### src/sv/mphl_pkg.sv
package mphl_pkg;

    localparam int TABLE_DEPTH_DEF = 1024;
    localparam int MAX_KEY_LEN_DEF = 64;

    localparam logic [31:0] FNV_PRIME = 32'h0100_0193;
    localparam logic [31:0] ALL_ONES  = 32'hffff_ffff;

    // word kinds on the input stream
    localparam logic [1:0] KIND_DISP  = 2'd0;
    localparam logic [1:0] KIND_FINAL = 2'd1;
    localparam logic [1:0] KIND_KEY   = 2'd2;

    // lookup error codes
    localparam logic [1:0] ERR_NONE     = 2'd0;
    localparam logic [1:0] ERR_TOO_LONG = 2'd1;
    localparam logic [1:0] ERR_SLOT     = 2'd2;

    localparam int SIZE_W  = 11;
    localparam int INDEX_W = 10;
    localparam int VALUE_W = 32;
    localparam int DIV_CNT_W = 5;

    typedef struct packed {
        logic       take;         // input port open
        logic       err_load;
        logic [1:0] err_code;
        logic       div_load;
        logic       div_src_rh;   // divide rehash result instead of running hash
        logic       div_step;
        logic       disp_rd;
        logic       fin_rd;
        logic       fin_direct;   // final table address from direct slot
        logic       rh_init;
        logic       rh_rd;
        logic       rh_step;
        logic       out_load;
    } mphl_cmd_t;

    typedef struct packed {
        logic key_last;   // last key byte accepted this cycle
        logic too_long;
        logic div_done;
        logic disp_neg;
        logic slot_oor;
        logic rh_done;
        logic out_free;
    } mphl_status_t;

endpackage

### src/sv/mphl_ctrl.sv
module mphl_ctrl (
    input  logic                  clk,
    input  logic                  rst_n,
    input  mphl_pkg::mphl_status_t status,
    output mphl_pkg::mphl_cmd_t    cmd
);
    import mphl_pkg::*;

    typedef enum logic [9:0] {
        ST_IDLE    = 10'b00_0000_0001,
        ST_CHECK   = 10'b00_0000_0010,
        ST_DIV_D   = 10'b00_0000_0100,
        ST_DISP_RD = 10'b00_0000_1000,
        ST_DISP    = 10'b00_0001_0000,
        ST_RH_RD   = 10'b00_0010_0000,
        ST_RH_STEP = 10'b00_0100_0000,
        ST_DIV_F   = 10'b00_1000_0000,
        ST_FIN_RD  = 10'b01_0000_0000,
        ST_FIN     = 10'b10_0000_0000
    } state_t;

    state_t state_reg, state_next;

    always_ff @(posedge clk or negedge rst_n)
    begin
        if (!rst_n)
        begin
            state_reg <= ST_IDLE;
        end
        else
        begin
            state_reg <= state_next;
        end
    end

    always_comb
    begin
        state_next = state_reg;
        cmd        = '0;
        case (state_reg)
            ST_IDLE:
            begin
                cmd.take = 1'b1;
                if (status.key_last)
                begin
                    state_next = ST_CHECK;
                end
            end
            ST_CHECK:
            begin
                cmd.err_load = 1'b1;
                if (status.too_long)
                begin
                    cmd.err_code = ERR_TOO_LONG;
                    state_next   = ST_FIN;
                end
                else
                begin
                    cmd.err_code = ERR_NONE;
                    cmd.div_load = 1'b1;
                    state_next   = ST_DIV_D;
                end
            end
            ST_DIV_D:
            begin
                cmd.div_step = 1'b1;
                if (status.div_done)
                begin
                    state_next = ST_DISP_RD;
                end
            end
            ST_DISP_RD:
            begin
                cmd.disp_rd = 1'b1;
                state_next  = ST_DISP;
            end
            ST_DISP:
            begin
                if (status.disp_neg)
                begin
                    if (status.slot_oor)
                    begin
                        cmd.err_load = 1'b1;
                        cmd.err_code = ERR_SLOT;
                    end
                    else
                    begin
                        cmd.fin_rd     = 1'b1;
                        cmd.fin_direct = 1'b1;
                    end
                    state_next = ST_FIN;
                end
                else
                begin
                    cmd.rh_init = 1'b1;
                    state_next  = ST_RH_RD;
                end
            end
            ST_RH_RD:
            begin
                if (status.rh_done)
                begin
                    cmd.div_load   = 1'b1;
                    cmd.div_src_rh = 1'b1;
                    state_next     = ST_DIV_F;
                end
                else
                begin
                    cmd.rh_rd  = 1'b1;
                    state_next = ST_RH_STEP;
                end
            end
            ST_RH_STEP:
            begin
                cmd.rh_step = 1'b1;
                state_next  = ST_RH_RD;
            end
            ST_DIV_F:
            begin
                cmd.div_step = 1'b1;
                if (status.div_done)
                begin
                    state_next = ST_FIN_RD;
                end
            end
            ST_FIN_RD:
            begin
                cmd.fin_rd = 1'b1;
                state_next = ST_FIN;
            end
            ST_FIN:
            begin
                // hold until the output register can take the word
                if (status.out_free)
                begin
                    cmd.out_load = 1'b1;
                    state_next   = ST_IDLE;
                end
            end
            default:
            begin
                state_next = ST_IDLE;
            end
        endcase
    end

endmodule

### config.mk
export PLATFORM = sky130hd
export DESIGN_NAME = mphl_ctrl
export DESIGN_NICKNAME = d
export VERILOG_FILES = /design/src/sv/mphl_pkg.sv /design/src/sv/mphl_ctrl.sv
export SDC_FILE = /design/constraint.sdc
export NUM_CORES = 1
export LEC_CHECK = 0
export BUFFER_PORTS_ARGS = -buffer_cell sky130_fd_sc_hd__buf_2
export CAP_MARGIN = 25
export CORE_MARGIN = 5
export CORE_UTILIZATION = 48
export DETAILED_ROUTE_END_ITERATION = 8
export HOLD_SLACK_MARGIN = 0.06
export PLACE_DENSITY_LB_ADDON = 0.25
export REMOVE_ABC_BUFFERS = 1
export SKIP_CTS_REPAIR_TIMING = 1
export SYNTH_ARGS = -nofsm -noshare
export SYNTH_HDL_FRONTEND = slang
export SYNTH_SLANG_ARGS = --single-unit
### constraint.sdc
create_clock -name clk -period 2.35 [get_ports clk]
set_input_delay 0 -clock clk [delete_from_list [all_inputs] [get_ports clk]]
set_output_delay 0 -clock clk [all_outputs]
set_load 0.005 [all_outputs]
== After elaboration in Yosys (flattened, before gate mapping) ==
Cells that the tools add are included.

* Flip-flop bits (word level): 10
* Bits in latches: 0
* Memory bits (writable): 0
* Memory bits (read-only): 0
* Input port bits: 9
* Output and inout port bits: 14
* Word-level logic and storage cells: 46
* Memories kept: 0

* Add/subtract/negate cells: 0
* Multiply operators: 0
* Div/mod/pow operators: 0
* Order comparisons: 0
* Eq/ne operators: 14
* Shifts and indexed selects: 0
* Multiplexer cells: 29
* Bitwise logic cells: 0
* Reductions and logical operators: 2

{| class="wikitable"
|+ Operators by type and width
! operator !! count
|-
| 10-bit one-hot mux with 10 select lines || 1
|-
| 10-bit two-way mux || 6
|-
| 1-bit two-way mux || 12
|-
| 10-bit by 1-bit equality test with 1-bit output, second input constant || 1
|-
| 10-bit equality test, second input constant || 1
|-
| 10-bit by 2-bit equality test with 1-bit output, second input constant || 1
|-
| 10-bit by 3-bit equality test with 1-bit output, second input constant || 1
|-
| 10-bit by 4-bit equality test with 1-bit output, second input constant || 1
|-
| 10-bit by 5-bit equality test with 1-bit output, second input constant || 1
|-
| 10-bit by 6-bit equality test with 1-bit output, second input constant || 1
|-
| 10-bit by 7-bit equality test with 1-bit output, second input constant || 1
|-
| 10-bit by 8-bit equality test with 1-bit output, second input constant || 1
|-
| 10-bit by 9-bit equality test with 1-bit output, second input constant || 1
|-
| 2-bit two-way mux || 4
|-
| 8-bit two-way mux || 1
|-
| 2-bit != test, second input constant || 4
|-
| 3-bit two-way mux || 2
|-
| 3-bit one-hot mux with 2 select lines || 1
|-
| 1-bit one-hot mux with 2 select lines || 2
|-
| 4-bit AND reduction || 1
|-
| 2-bit OR reduction || 1
|}

== Depth between registers and ports, before layout ==
* Word-level depth: 3
* Gate-level depth with buffers: 5

== Worst setup path before layout ==
OpenSTA, ideal clock, no wires.

* Path type: register to register
* From: register state_reg[5]
* To: register state_reg[3]
* Setup time: 132 ps
* Data arrival time: 1,608 ps
* Path slack: 610 ps
* Cell stages (with the launch flop): 6
* Clock period less this slack: 1,740 ps
* Cells stage by stage: dfrtp_1 -> buf_2 -> or4_4 -> nor4_2 -> o2bb2ai_1 -> nor3_1

* Cells in the longest elaborated chain, start to end: 3
* Elaborated cells between the ends (all ways): 16
* Those cells by class: 14 x eq/ne; 1 x mux; 1 x reduce/logical

{| class="wikitable"
|+ Ends and longest elaborated chain
! element !! line !! text
|-
| from (decl) || mphl_ctrl.sv:22 || <nowiki>state_t state_reg, state_next;</nowiki>
|-
| from (signal assigned) || mphl_ctrl.sv:32 || <nowiki>state_reg <= state_next;</nowiki>
|-
| 10-bit by 1-bit equality test with 1-bit output, or another cell as far along || mphl_ctrl.sv:40 || <nowiki>case (state_reg)</nowiki>
|-
| 2-bit != test (no line) || - ||
|-
| 4-bit AND reduction (no line) || - ||
|}

Parallel ways exist; a longest one is shown, timed or not.
A chain may end at the register's enable or synchronous reset.

==> flow_metrics.env <==
export IMPL_reg2reg_slack_ns=0.54
export IMPL_die_x_um=48.5
export IMPL_clock_sinks=10
export IMPL_cp_required_ns=2.35
export IMPL_cellPowerDensity_mw_per_mm2=732
export IMPL_rsz0062_at_grt="no"
export IMPL_nets=115
export IMPL_slowest_stage="or4_4"
export IMPL_grt_pass1_vias=660
export IMPL_yosysMostFrequentCell="dfrtp_1"
export IMPL_track_usage_pct=15.5
export IMPL_max_stage_delay_ns=0.55
export IMPL_vias_per_cell=5.75
export IMPL_worstPathArrival_ns=2.15
export IMPL_syn_inst=78
export IMPL_worst_path_stages=5
export IMPL_fin_ws_ns=0.199
export IMPL_area_growth_pct=25.3
export IMPL_avgSynthCellArea_um2=9.13
export IMPL_synth_ff_type="dfrtp_1"
export IMPL_cts_root_buffer="clkbuf_4"
export IMPL_pre_cts_slack_ns=0.492
export IMPL_crit_buf_inv=1
export IMPL_globalplace_congestion=0.820
export IMPL_max_slew_worst_pin_slew_ns=0.443
export IMPL_wl_met3_um=140
export IMPL_wl_per_cell_um=14.8
export IMPL_grt_max_degree=12
export IMPL_grt_pass1_wl_mm=2.91
export IMPL_firstDrtPassIters=4
export IMPL_fin_crit_sh_pct=91.5
export IMPL_portBuffers=22
export IMPL_cp_max_fo=9
export IMPL_syn_area_um2=712
export IMPL_status="finished, final reports clean"
export IMPL_cts_max_path_buffers=2
export IMPL_antenna_found_initial=0
export IMPL_cts_buffers=3
export IMPL_io_pins=23
export IMPL_die_h_um=48.5
export IMPL_end_kind="output port"
export IMPL_wl_mm=1.77
export IMPL_largest_reg_flops=10
export IMPL_r2r_start="state_reg[7]"
export IMPL_cp_start_kind="flip-flop"
export IMPL_antennaDiodeCount=0
export IMPL_finalClockSkew_ns=0.00312
export IMPL_synth_seq_cells=10
export IMPL_postRouteAntennaNets=0
export IMPL_drv_cap=0
export IMPL_synth_top_area_cell="dfrtp_1"
export IMPL_core_area_mm2=0.00135
export IMPL_clk_latency_ns=0.26
export IMPL_relSlewSlack_pct=70.1
export IMPL_hp_class="input pin to asynchronous set/reset pin"
export IMPL_yosysTopAreaCellShare_pct=31.6
export IMPL_setup_tns_ns=0
export IMPL_synth_area_leaders="dfrtp_1, and4b_1, dfstp_2, nor2_1, nor3_1"
export IMPL_drive_above_1_share_pct=31.4
export IMPL_fill_cells=123
export IMPL_die_area_mm2=0.00235
export IMPL_setup_violations=0
export IMPL_wl_met2_um=826
export IMPL_grt_ovfl_total=0
export IMPL_synth_edf_count=0
export IMPL_synthTopCellsByCount="dfrtp_1, nor2_1, nor3_1"
export IMPL_fmax_ghz=0.465
export IMPL_ys_types=40
export IMPL_cts_tree="done"
export IMPL_highest_signal_layer="met4"
export IMPL_cts_reportedPaths_clkPinSlew_ns=0.07
export IMPL_path_delay_family="simple AND/OR/NAND/NOR gates"
export IMPL_initial_utilization_pct=52.7
export IMPL_rr_endpoint="state_reg[7]"
export IMPL_vias=690
export IMPL_yosys_warnings=0
export IMPL_slew_violations=0
export IMPL_post_dp_hpwl_mm=1.41
export IMPL_r2r_cells=4
export IMPL_wl_met1_um=776
export IMPL_ys_async_sr_fraction_pct=100
export IMPL_worstSetupPathType="flip-flop to output port"
export IMPL_peakVddDrop_uv=396
export IMPL_min_period_ns=2.15
export IMPL_drc_errors=0
export IMPL_yosysSeqAreaShare_pct=35.3
export IMPL_drt_initial_drc_count=10
export IMPL_timing_critical_path_cells="or3_1, or4_4, nor3_4, o21bai_1, buf_2"
export IMPL_rows=13
export IMPL_htreeDepth=1
export IMPL_p_leak_nw=0.450
export IMPL_startpoint="state_reg[7]"
export IMPL_hold_viol=0
where the power goes:
group          leakage, nW  internal, mW  total [mW]  switching [mW]
Clock               0.0150        0.0657       0.124          0.0583
Sequential           0.135         0.201       0.242          0.0414
Combinational        0.300         0.141       0.287           0.146
Total                0.450         0.408       0.653           0.246
how the worst max path moves through the flow:
stage	endpoint
floorplan	state_reg[7]
global placement	cmd[9]
detailed placement	cmd[9]
CTS	cmd[9]
global route	cmd[9]
finish	cmd[9]
layout by cell type, fill, tap and decap left out, drive strengths merged, types with 2 or more instances in the layout:
master       synthesis  final
or3                  2      2
nor4                 4      4
xnor2                2      2
and4b                3      3
clkbuf               1      4
nor2                 7      7
nand2b               3      3
dlygate4sd3          0      5
buf                  3     22
o2bb2ai              2      2
nor3                 7      7
or4                  3      3
o21ai                3      3
dfrtp                9      9
nand2                3      3
nor3b                2      2
inv                  4      4
and3                 2      2
a211oi               2      2
logic make-up (layout without fill, tap and decap cells):
logic type	count (synthesis)	count (layout)	synth area share, %
and+or+nand+nor	43	43	41.1
AOI/OAI and AO/OA	14	14	14.2
DFF	10	10	35.3
buffers and inverters	8	35	5.62
xor gates and xnor gates	3	3	3.69
layout make-up:
type	instances	area, µm²	share of cell area [%]
multi-input combinational	60	420	47.1
timing repair buffer	27	160	18.0
tap	15	18.8	2.10
clock buffer	4	26.3	2.95
inverter	4	15.0	1.68
sequential	10	251	28.2
stage by stage:
stage	std cells	hold slack, ns	area (µm²)	total power [mW]	utilization (%)
floorplan	74	-0.296	687	0.442	-
global placement	111	-0.131	816	0.519	60.4
detailed placement	111	-0.131	816	0.525	60.4
CTS	115	-0.408	842	0.648	62.4
global route	120	0.144	892	0.710	66.1
finish	120	0.113	892	0.653	66.1
routing by layer:
metal | vias to the layer above | GRT usage (%)
met4 | 0 | 6.73
met1 | 313 | 18.6
met5 | - | 0
li1 | 347 | -
met2 | 26 | 23.9
met3 | 4 | 6.73
No activity file was read; power rests on OpenSTA's default activity.
